**src/sv/rbd_pkg.sv**
```systemverilog
// Package for the Rice block decoder: sizes, register indexes, status codes,
// state type and the command and status bundles between controller and datapath.
// No dependencies.
package rbd_pkg;

    localparam int COORDS = 256;
    localparam int MAX_K  = 31;
    localparam int NSUM   = MAX_K + 1;
    localparam int CNT_W  = $clog2(COORDS + 1);
    localparam int IDX_W  = 8;
    localparam int VAL_W  = 32;
    localparam int K_W    = 5;
    localparam int BC_W   = 37;
    localparam int SUM_W  = 41;
    localparam int SIDX_W = $clog2(NSUM);

    localparam logic [1:0] CFG_RICE_K   = 2'd0;
    localparam logic [1:0] CFG_EXACT    = 2'd1;
    localparam logic [1:0] CFG_CHECK_K  = 2'd2;

    localparam logic [2:0] STAT_OK       = 3'd0;
    localparam logic [2:0] STAT_TRUNC    = 3'd1;
    localparam logic [2:0] STAT_OVERFLOW = 3'd2;
    localparam logic [2:0] STAT_PADDING  = 3'd3;
    localparam logic [2:0] STAT_TRAILING = 3'd4;
    localparam logic [2:0] STAT_NOT_OPT  = 3'd5;

    localparam logic KIND_COORD  = 1'b0;
    localparam logic KIND_STATUS = 1'b1;

    typedef enum logic [2:0] {
        ST_IDLE,
        ST_BIT,
        ST_SCAN,
        ST_FINISH,
        ST_CLOSE
    } t_state;

    typedef struct packed {
        logic       load;
        logic       bit_step;
        logic       scan_init;
        logic       scan_step;
        logic       push_status;
        logic [2:0] code;
        logic       flush;
        logic       clear_block;
    } t_cmd;

    typedef struct packed {
        logic go;
        logic coord;
        logic ovf;
        logic full;
        logic pad_nz;
        logic scan_last;
        logic kopt;
        logic last;
        logic exact;
        logic chk;
    } t_stat;

    typedef struct packed {
        logic             kind;
        logic [IDX_W-1:0] idx;
        logic [VAL_W-1:0] value;
        logic [2:0]       status;
        logic [BC_W-1:0]  bytes;
        logic             eor;
    } t_result;

endpackage

```
**src/sv/rbd_ctrl.sv**
```systemverilog
// Controller of the Rice block decoder: walks each byte bit by bit, runs the
// optimal-k scan and orders result and status delivery. Uses rbd_pkg.
module rbd_ctrl
    import rbd_pkg::*;
(
    input  logic  i_clk,
    input  logic  i_rst_n,
    input  logic  i_in_valid,
    input  logic  i_last_byte,
    input  t_stat i_stat,
    output t_cmd  o_cmd,
    output logic  o_in_stall
);

    t_state     r_state, n_state;
    logic [2:0] r_bit, n_bit;
    logic [2:0] r_code, n_code;
    logic       r_had, n_had;
    logic       r_skip, n_skip;
    logic       accept;

    assign accept = i_in_valid && (r_state == ST_IDLE);

    always_comb begin
        n_state = r_state;
        n_bit   = r_bit;
        n_code  = r_code;
        n_had   = r_had;
        n_skip  = r_skip;
        unique case (r_state)
            ST_IDLE: begin
                if (accept) begin
                    if (r_skip) begin
                        if (i_last_byte) n_skip = 1'b0;
                    end else begin
                        n_state = ST_BIT;
                        n_bit   = 3'd0;
                        n_had   = 1'b0;
                    end
                end
            end
            ST_BIT: begin
                if (i_stat.go) begin
                    priority if (i_stat.ovf) begin
                        n_code  = STAT_OVERFLOW;
                        n_had   = 1'b1;
                        n_state = ST_FINISH;
                    end else if (i_stat.coord && i_stat.full) begin
                        n_had = 1'b1;
                        priority if (i_stat.pad_nz) begin
                            n_code  = STAT_PADDING;
                            n_state = ST_FINISH;
                        end else if (i_stat.exact && !i_stat.last) begin
                            n_code  = STAT_TRAILING;
                            n_state = ST_FINISH;
                        end else if (i_stat.chk) begin
                            n_state = ST_SCAN;
                        end else begin
                            n_code  = STAT_OK;
                            n_state = ST_FINISH;
                        end
                    end else if (r_bit == 3'd7) begin
                        if (i_stat.last) begin
                            n_code  = STAT_TRUNC;
                            n_had   = 1'b1;
                            n_state = ST_FINISH;
                        end else begin
                            n_state = ST_CLOSE;
                        end
                    end else begin
                        n_bit = r_bit + 3'd1;
                    end
                end
            end
            ST_SCAN: begin
                if (i_stat.scan_last) begin
                    n_code  = i_stat.kopt ? STAT_OK : STAT_NOT_OPT;
                    n_state = ST_FINISH;
                end
            end
            ST_FINISH: begin
                if (i_stat.go) n_state = ST_CLOSE;
            end
            ST_CLOSE: begin
                if (i_stat.go) begin
                    n_state = ST_IDLE;
                    if (r_had && !i_stat.last) n_skip = 1'b1;
                end
            end
            default: n_state = ST_IDLE;
        endcase
    end

    always_comb begin
        o_cmd      = '0;
        o_cmd.code = r_code;
        o_in_stall = (r_state != ST_IDLE);
        unique case (r_state)
            ST_IDLE: begin
                o_cmd.load        = accept && !r_skip;
                o_cmd.clear_block = accept && r_skip && i_last_byte;
            end
            ST_BIT: begin
                o_cmd.bit_step  = i_stat.go;
                o_cmd.scan_init = i_stat.go;
            end
            ST_SCAN: begin
                o_cmd.scan_step = 1'b1;
            end
            ST_FINISH: begin
                o_cmd.push_status = i_stat.go;
            end
            ST_CLOSE: begin
                o_cmd.flush       = i_stat.go;
                o_cmd.clear_block = i_stat.go && r_had && i_stat.last;
            end
            default: o_cmd = '0;
        endcase
    end

    always_ff @(posedge i_clk) begin
        if (!i_rst_n) begin
            r_state <= ST_IDLE;
            r_bit   <= 3'd0;
            r_code  <= STAT_OK;
            r_had   <= 1'b0;
            r_skip  <= 1'b0;
        end else begin
            r_state <= n_state;
            r_bit   <= n_bit;
            r_code  <= n_code;
            r_had   <= n_had;
            r_skip  <= n_skip;
        end
    end

`ifndef NO_ASSERTIONS
    a_skip_idle: assert property (@(posedge i_clk) disable iff (!i_rst_n)
        r_skip |-> r_state == ST_IDLE)
        else $error("skip phase outside idle");
    a_scan_had: assert property (@(posedge i_clk) disable iff (!i_rst_n)
        r_state == ST_SCAN |-> r_had)
        else $error("scan without block end");
    a_finish_close: assert property (@(posedge i_clk) disable iff (!i_rst_n)
        r_state == ST_FINISH && i_stat.go |=> r_state == ST_CLOSE)
        else $error("status not followed by close");
`endif

endmodule

```
**config.mk**
```make
export PLATFORM = sky130hd
export DESIGN_NAME = rbd_ctrl
export DESIGN_NICKNAME = d
export VERILOG_FILES = /design/src/sv/rbd_pkg.sv /design/src/sv/rbd_ctrl.sv
export SDC_FILE = /design/constraint.sdc
export NUM_CORES = 1
export LEC_CHECK = 0
export BUFFER_PORTS_ARGS = -buffer_cell sky130_fd_sc_hd__buf_2
export CAP_MARGIN = 5
export CORE_AREA = 2 2 56 58
export DETAILED_ROUTE_END_ITERATION = 16
export DIE_AREA = 0 0 58 60
export PLACE_DENSITY = 0.48
export SLEW_MARGIN = 20
export SYNTH_ARGS = -nofsm -noshare
export SYNTH_HDL_FRONTEND = slang
export SYNTH_SLANG_ARGS = --single-unit
```
**constraint.sdc**
```tcl
create_clock -name i_clk -period 2.3 [get_ports i_clk]
set_input_delay 0.46 -clock i_clk [delete_from_list [all_inputs] [get_ports i_clk]]
set_output_delay 0.46 -clock i_clk [all_outputs]
set_load 0.02 [all_outputs]
```
==> results of run 1 <==
==> power by group <==
group          total (mW)  internal (mW)  switching, mW
Combinational       0.575          0.237          0.338
Clock               0.132         0.0671         0.0651
Sequential          0.293          0.238         0.0554
Total                1.00          0.541          0.459
==> metrics by stage <==
step | cell area, µm² | cells | total power [mW] | hold slack, ns | utilization (%)
4_1_cts | 977 | 153 | 1.01 | 0.478 | 33.7
5_1_grt | 977 | 153 | 1.08 | 0.497 | 33.7
6_report | 977 | 153 | 1.00 | 0.492 | 33.7
2_1_floorplan | 826 | 97 | 0.751 | 0.465 | -
3_5_place_dp | 951 | 149 | 0.874 | 0.501 | 32.8
3_3_place_gp | 951 | 149 | 0.870 | 0.479 | 32.8
==> registers in the layout, indices dropped and copies added (netlist names) <==
name and flops:
r_bit 3, r_had 1, r_code 3, r_state 3
r_skip 1
==> path summary, 6_finish.rpt <==
kind,cells after the start,from,to,slack (ns)
max,3,r_state[2]$_SDFFE_PN0P_,o_cmd[8],0.29
min,3,i_rst_n,r_state[0]$_SDFFE_PN0P_,0.49
max reg2reg,4,r_state[2]$_SDFFE_PN0P_,r_state[0]$_SDFFE_PN0P_,0.37
min reg2reg,2,r_skip$_SDFFE_PN0P_,r_skip$_SDFFE_PN0P_,0.52
==> cell type report <==
type	count	area [µm²]
inverters	1	3.75
flip-flops and latches	11	220
clock buffers	4	26.3
fillers	318	1930
multi-input cells	79	558
repair buffers	25	128
well taps	33	41.3
==> worst register-to-register path, cell delays in order, from the launching register on <==
cell and delay [ns]:
dfxtp_1 0.65, nor3b_2 0.18, a221oi_4 0.48, o221ai_2 0.21
o41ai_2 0.32
==> cell usage after synthesis, drive strengths merged <==
cell / instances
and3b: 1
nor4b: 1
clkbuf: 1
a21o: 1
a31oi: 2
o41ai: 1
o21ai: 4
a221oi: 1
a311oi: 2
o22a: 1
nor3b: 2
buf: 5
and3: 1
mux2i: 3
a211oi: 3
a31o: 1
nor2b: 3
nand3b: 1
or3: 2
o221ai: 1
and2: 6
ha: 2
clkinv: 1
nand3: 4
a21oi: 5
nor3: 3
o22ai: 1
nor2: 13
dfxtp: 11
and4b: 1
a22oi: 1
o31a: 3
nand2b: 4
nand2: 5
==> cell families (layout without fill, tap and decap cells) <==
group                      count (synthesis)  count (layout)
buffers and inverters                      7              30
muxes                                      3               3
DFF                                       11              11
adders and majority gates                  2               2
AOI/OAI and AO/OA                         27              27
and+or+nand+nor                           47              47
==> routing by layer <==
| metal | global-route usage [%] | routed length, µm | share of wire [%] |
|---|---|---|---|
| met1 | 17.1 | 1060 | 50 |
| met2 | 21.8 | 935 | 44 |
| met3 | 3.25 | 99 | 4.7 |
| met4 | 5.98 | 17 | 0.80 |
| met5 | 0 | 0 | 0 |
==> results list, run 1 <==
* Crit path setup slack, layout: 0.289 ns
- CTS built an H-tree with a depth of 1.
- Aggregate routed wire length: 2.11 mm
- Most area-consuming cells after synthesis: dfxtp_1, nor2_1, and2_1
* # diodes: 0
* Synthesis-to-finish area growth: 18.3%
- Total setup violations reported at the end of the flow: 0
- Counting every net in the synthesized netlist gives 113.
- Detailed-routing iteration count for the pre-antenna-repair pass: 4
- The largest single stage delay on the critical path is 0.47 ns.
* Area of the core: 2900 µm²
- After routing, the total negative slack on setup checks comes to 0 ns.
- The synthesized netlist contains 40 unique library cells.
- Setup repair after global routing left no endpoint under its margin.
- Max VDD drop: 0.000514 V
* Syn. warnings: 0
- For the final database, setup skew stands at 0.00775 ns.
- Simple-Gate Fraction of Synth Area: 32.9%
* Cell family contributing the most delay on the critical path: simple AND/OR/NAND/NOR gates
* Largest area contributor in the netlist: dfxtp_1
* Critical-path cell list: nor3b_2 -> and2_1 -> buf_2
- The clock passes through at most 2 buffers.
* Critical path capture point type: output pin
- Together, buffers and inverters on the worst path number 1.
- The number of setup buffers added after CTS is 0.
* Wire length of the first global-routing pass: 3.51 mm
- The die is 60 µm tall.
- The die covers 3480 µm².
- Detailed-route vias per instance: 5.22
* Number of global-route vias before repair: 768
- I/O pin total: 25
* Post-CTS resize count: 0
* Xor and xnor fraction of the mapped netlist area: 0%
- Mux share of post-synthesis cell area: 3.64%
- Static leakage: 0.424 nW
- Category of the worst setup path launch point: flop
* MaxCap Viol Count: 0
- Entering global routing, the biggest net connects 13 pins.
* Root buffer selected by CTS: clkbuf_4
- After detailed routing, the average wire length per cell comes to 13.8 µm.
- Across all layers, the routed design uses 798 vias.
- # rows: 20
- Worst EP required: 1.84 ns
- At the pin with the least slew margin, the transition time is 0.525 ns.
- TritonCTS sink count: 11
- Worst slew margin: 65.0%
- The path class of the tightest hold or removal check is input port to flop.
* Synthesized cell area: 826 µm²
- Clock-pin slew was measured on the worst setup and hold paths at 0.07 ns.
- The die is 58 µm wide.
- Count of hold buffers inserted by post-cts repair: 0
- Final RePlAce weighted congestion: 0.710
- Sequential cells were found to cover 26.7% of the synthesized design area.
- After global routing the overflow that remains totals 0.
- Buffers on Ports: 24
- Time the final worst path needs with I/O delays and setup: 2.01 ns
- After layout, the worst path uses 87.4% of the clock period.
- The slowest stage of the critical path belongs to the cell dfxtp_1.
- The initial antenna violation count came to 0.
- Maximum fanout count along the critical path: 12
- Adder and majority gate portion of the synthesized area: 3.03%
- For this configuration, the core starts out at a cell density of 28.4%.
- TritonCTS built the clock tree.
- Hold violation total from the final report: 0
* Compound-Gate Fraction of Synth Area: 28.0%
- The first routing iteration left 15 violations.
* Max Transition Viols Final: 0
- The flow ran to the end, and the final reports show no timing, DRC or antenna violations.
- Most frequent standard cell in the layout excluding fill and tap cells: buf_2
- CP arrival: 1.55 ns
- GRT Util Overall: 13.5%
- Kind of critical path: flop to output pin
- Derived from the worst setup path, the maximum achievable clock frequency is 0.497 GHz.
- The HPWL after detailed placement is 1.61 mm.
- The synthesized design contains 11 register bits.
- After synthesis, the largest family of logic cells by area is simple AND/OR/NAND/NOR gates.
- Counting every instance in the synthesized netlist gives 97.
- The later pin in the worst-skew pair is clocked with a latency of 0.27 ns.
* Power per cell area: 1020 nW/µm²
* Top library cells by usage in the layout, fill and taps aside: buf_2, nor2_1, dfxtp_1, and2_1
- Number of CTS-inserted buffers: 3
- The final layout contains 137 nets.
- The detail route stage leaves a number of antenna-violating nets equal to 0.
- After detailed routing, the number of remaining DRC violations is 0.
- DP Worst Slack: 0.375 ns
- Share of final-layout standard cells stronger than drive strength 1: 31.7%
- Per-instance average area after synthesis: 8.51 µm²
- Summed over its instances, the top area cell type makes up 26.7% of the synthesized netlist area.
Note: power is estimated with default switching activity, not from simulation.
==> run 2, diff against run 1 <==
--- a/config.mk
+++ b/config.mk
@@ -10,7 +10,7 @@
 export CORE_AREA = 2 2 56 58
 export DETAILED_ROUTE_END_ITERATION = 16
 export DIE_AREA = 0 0 58 60
-export PLACE_DENSITY = 0.48
+export REMOVE_ABC_BUFFERS = 1
 export SLEW_MARGIN = 20
 export SYNTH_ARGS = -nofsm -noshare
 export SYNTH_HDL_FRONTEND = slang
==> results list, run 2 (synthesized netlist as in run 1, its figures left out) <==
* Unrepaired setup endpoints after global routing: false (unchanged)
- The antenna diode instance count came to 0 (unchanged).
* Clock-pin transition on the worst setup and hold timing paths: 0.07 ns (about the same)
- Root buffer selected by CTS: clkbuf_4 (unchanged)
- The max-capacitance violation count was 0 (unchanged).
- The part of the cycle the worst path needs is 89.7% (was 87.4%).
* Kind of critical path: flop to output pin (unchanged)
- Result of the run: finished, final reports clean (unchanged).
- Share of final-layout standard cells stronger than drive strength 1: 31.9% (was 31.7%)
* Maximum fanout count along the critical path: 17 (was 12)
- GRT Residual Overflow: 0 (unchanged)
- The via count of the routed design is 813 (was 798).
* Time the final worst path needs with I/O delays and setup: 2.06 ns (was 2.01 ns)
* Post-CTS Repair Setup Buffers: 0 (unchanged)
- The half-perimeter wire length after placement was 1.51 mm (was 1.61 mm).
* Crit path buf inv count: 1 (unchanged)
- The number of standard-cell rows in the floorplan is 20 (unchanged).
- The clock skew after layout came to 0.00280 ns (was 0.00775 ns).
- Top layer in use: met4 (unchanged)
* Utilization after layout: 33.4% (was 33.7%)
- Number of CTS-inserted buffers: 3 (unchanged)
- Worst EP required: 1.84 ns (about the same)
- Nets@finish: 136 (was 137)
- The fraction of power spent switching nets came to 46.1% (was 45.9%).
- Largest net degree at the start of global routing: 18 (was 13)
- Cell family contributing the most delay on the critical path: simple AND/OR/NAND/NOR gates (unchanged)
- Fmax: 0.485 GHz (was 0.497 GHz)
* WL met1: 825 µm (was 1.06 mm)
* Max Transition Viols Final: 0 (unchanged)
- The length of the first detailed-routing pass in iterations is 4 (unchanged).
- The met3 wire length is 115 µm (was 99 µm).
- The number of routed nets with antenna violations is 0 (unchanged).
* H-tree levels: 1 (unchanged)
- Clock share of power: 13.5% (was 13.2%)
- Category of the worst setup path launch point: flop (unchanged)
* Most frequent standard cell in the layout excluding fill and tap cells: buf_2 (unchanged)
* Initial core utilization: 28.4% (unchanged)
- The relative contribution of combinational cells to total power was 54.4% (was 57.5%).
- The power share of the sequential group came to 32.1% (was 29.3%).
* Hold violation total from the final report: 0 (unchanged)
* DP Worst Slack: 0.334 ns (was 0.375 ns)
- Transition time of the tightest slew-check pin: 0.513 ns (was 0.525 ns)
- Wire length on met2: 947 µm (was 935 µm)
- The DRC violations left came to 0 (unchanged).
- Overall die height: 60 µm (unchanged)
- Routed WL per cell: 12.7 µm (was 13.8 µm)
* Largest stage delay, worst path: 0.51 ns (was 0.47 ns)
* Skew-Pair Late Insertion Delay: 0.27 ns (about the same)
- Power Internal: 533 µW (was 541 µW)
- Static leakage: 0.419 nW (was 0.424 nW)
- Floorplan die width: 58 µm (unchanged)
- Worst slew margin: 65.8% (was 65.0%)
* TritonCTS sink count: 11 (unchanged)
- Buffers on Ports: 24 (unchanged)
* Number of antenna violations at the first check in global routing: 0 (unchanged)
- Top library cells by usage in the layout, fill and taps aside: buf_2, nor2_1, dfxtp_1, and2_1 (unchanged)
- I/O pin total: 25 (unchanged)
- Max clock buf depth: 2 (unchanged)
* Switching power: 456 µW (was 459 µW)
- The detailed router's first-iteration violation count came to 23 (was 15).
- The via count of the first global-routing pass was 748 (was 768).
- Aggregate routed wire length: 1.92 mm (was 2.11 mm)
* Die Area: 3480 µm² (unchanged)
- Detailed-route vias per instance: 5.35 (was 5.22)
- The library cell contributing the largest single delay on the critical path is dfxtp_2 (was dfxtp_1).
* Critical path capture point type: output pin (unchanged)
- The routability congestion estimate is 0.834 (was 0.710).
- Critical-path cell list: nor3b_2 -> and2_1 -> buf_2 (unchanged).
* Total setup violations reported at the end of the flow: 0 (unchanged)
- Power per cell area: 1020 nW/µm² (about the same)
- The overall global routing resource usage came to 12.1% (was 13.5%).
* CP arrival: 1.60 ns (was 1.55 ns)
* Crit path setup slack, layout: 0.237 ns (was 0.289 ns)
- The CTS tree is done (unchanged).
* Sum of negative setup slack: 0 ns (unchanged)
- Tightest Hold Check Type: input port to flop (unchanged)
- Max VDD drop: 0.000507 V (was 0.000514 V)
- Wire length of the first global-routing pass: 3.26 mm (was 3.51 mm)
- The core area is 2900 µm² (unchanged).
- Synthesis-to-finish area growth: 17.6% (was 18.3%)
- Registers with the most flip-flops: r_bit (3), r_code (3), r_state (3) (unchanged)
## run 2: cell types whose count changed in the layout (fill, tap and decap cells not counted)
cell,previous run,this run
dfxtp_1,11,10
dfxtp_2,0,1
buf_4,1,0
## run 2: what timing repair did
action | CTS | global route
hold buffers | 0 | 0
setup endpoints to repair | 0 | 2
gates resized for setup | 0 | 1
## run 2: final cells by class
type | instances | area, µm²
fillers | 315 | 1930
multi-input cells | 79 | 558
flip-flops and latches | 11 | 221
repair buffers | 24 | 120
well taps | 33 | 41.3
clock buffers | 4 | 26.3
inverters | 1 | 3.75
## run 2: worst paths after layout
kind	from	end	slack, ns	depth (start not counted)
max	r_state[0]$_SDFFE_PN0P_	o_cmd[7]	0.24	3
min	i_rst_n	r_skip$_SDFFE_PN0P_	0.46	3
max reg2reg	r_state[2]$_SDFFE_PN0P_	r_state[0]$_SDFFE_PN0P_	0.41	4
min reg2reg	r_had$_SDFFE_PN0P_	r_had$_SDFFE_PN0P_	0.51	2
## run 2: stage by stage
stage                     std cells  hold slack [ns]  power, mW  instance area [µm²]
after global routing            152            0.485       1.07                  971
after CTS                       152            0.458      0.993                  970
final                           152            0.459      0.989                  971
after floorplan                  91            0.465      0.709                  782
after detailed placement        148            0.503      0.856                  943
after global placement          148            0.479      0.848                  943
## run 2: per-layer routing
layer,vias up,GRT usage (%)
li1,404,-
met1,380,14.8
met2,23,19.3
met3,6,4.33
met4,0,4.65
met5,-,0
## run 2: worst min-delay path, cell delays in order
cell     delay, ns
buf_2         0.12
o21ai_0       0.07
a21oi_1       0.04
## run 2: power by group through the flow
stage          registers [mW]  clock network (mW)  logic, mW
2_1_floorplan           0.297                   0      0.412
3_3_place_gp            0.319                   0      0.529
3_5_place_dp            0.317                   0      0.539
4_1_cts                 0.314               0.138      0.541
5_1_grt                 0.327               0.150      0.593
6_report                0.318               0.133      0.538
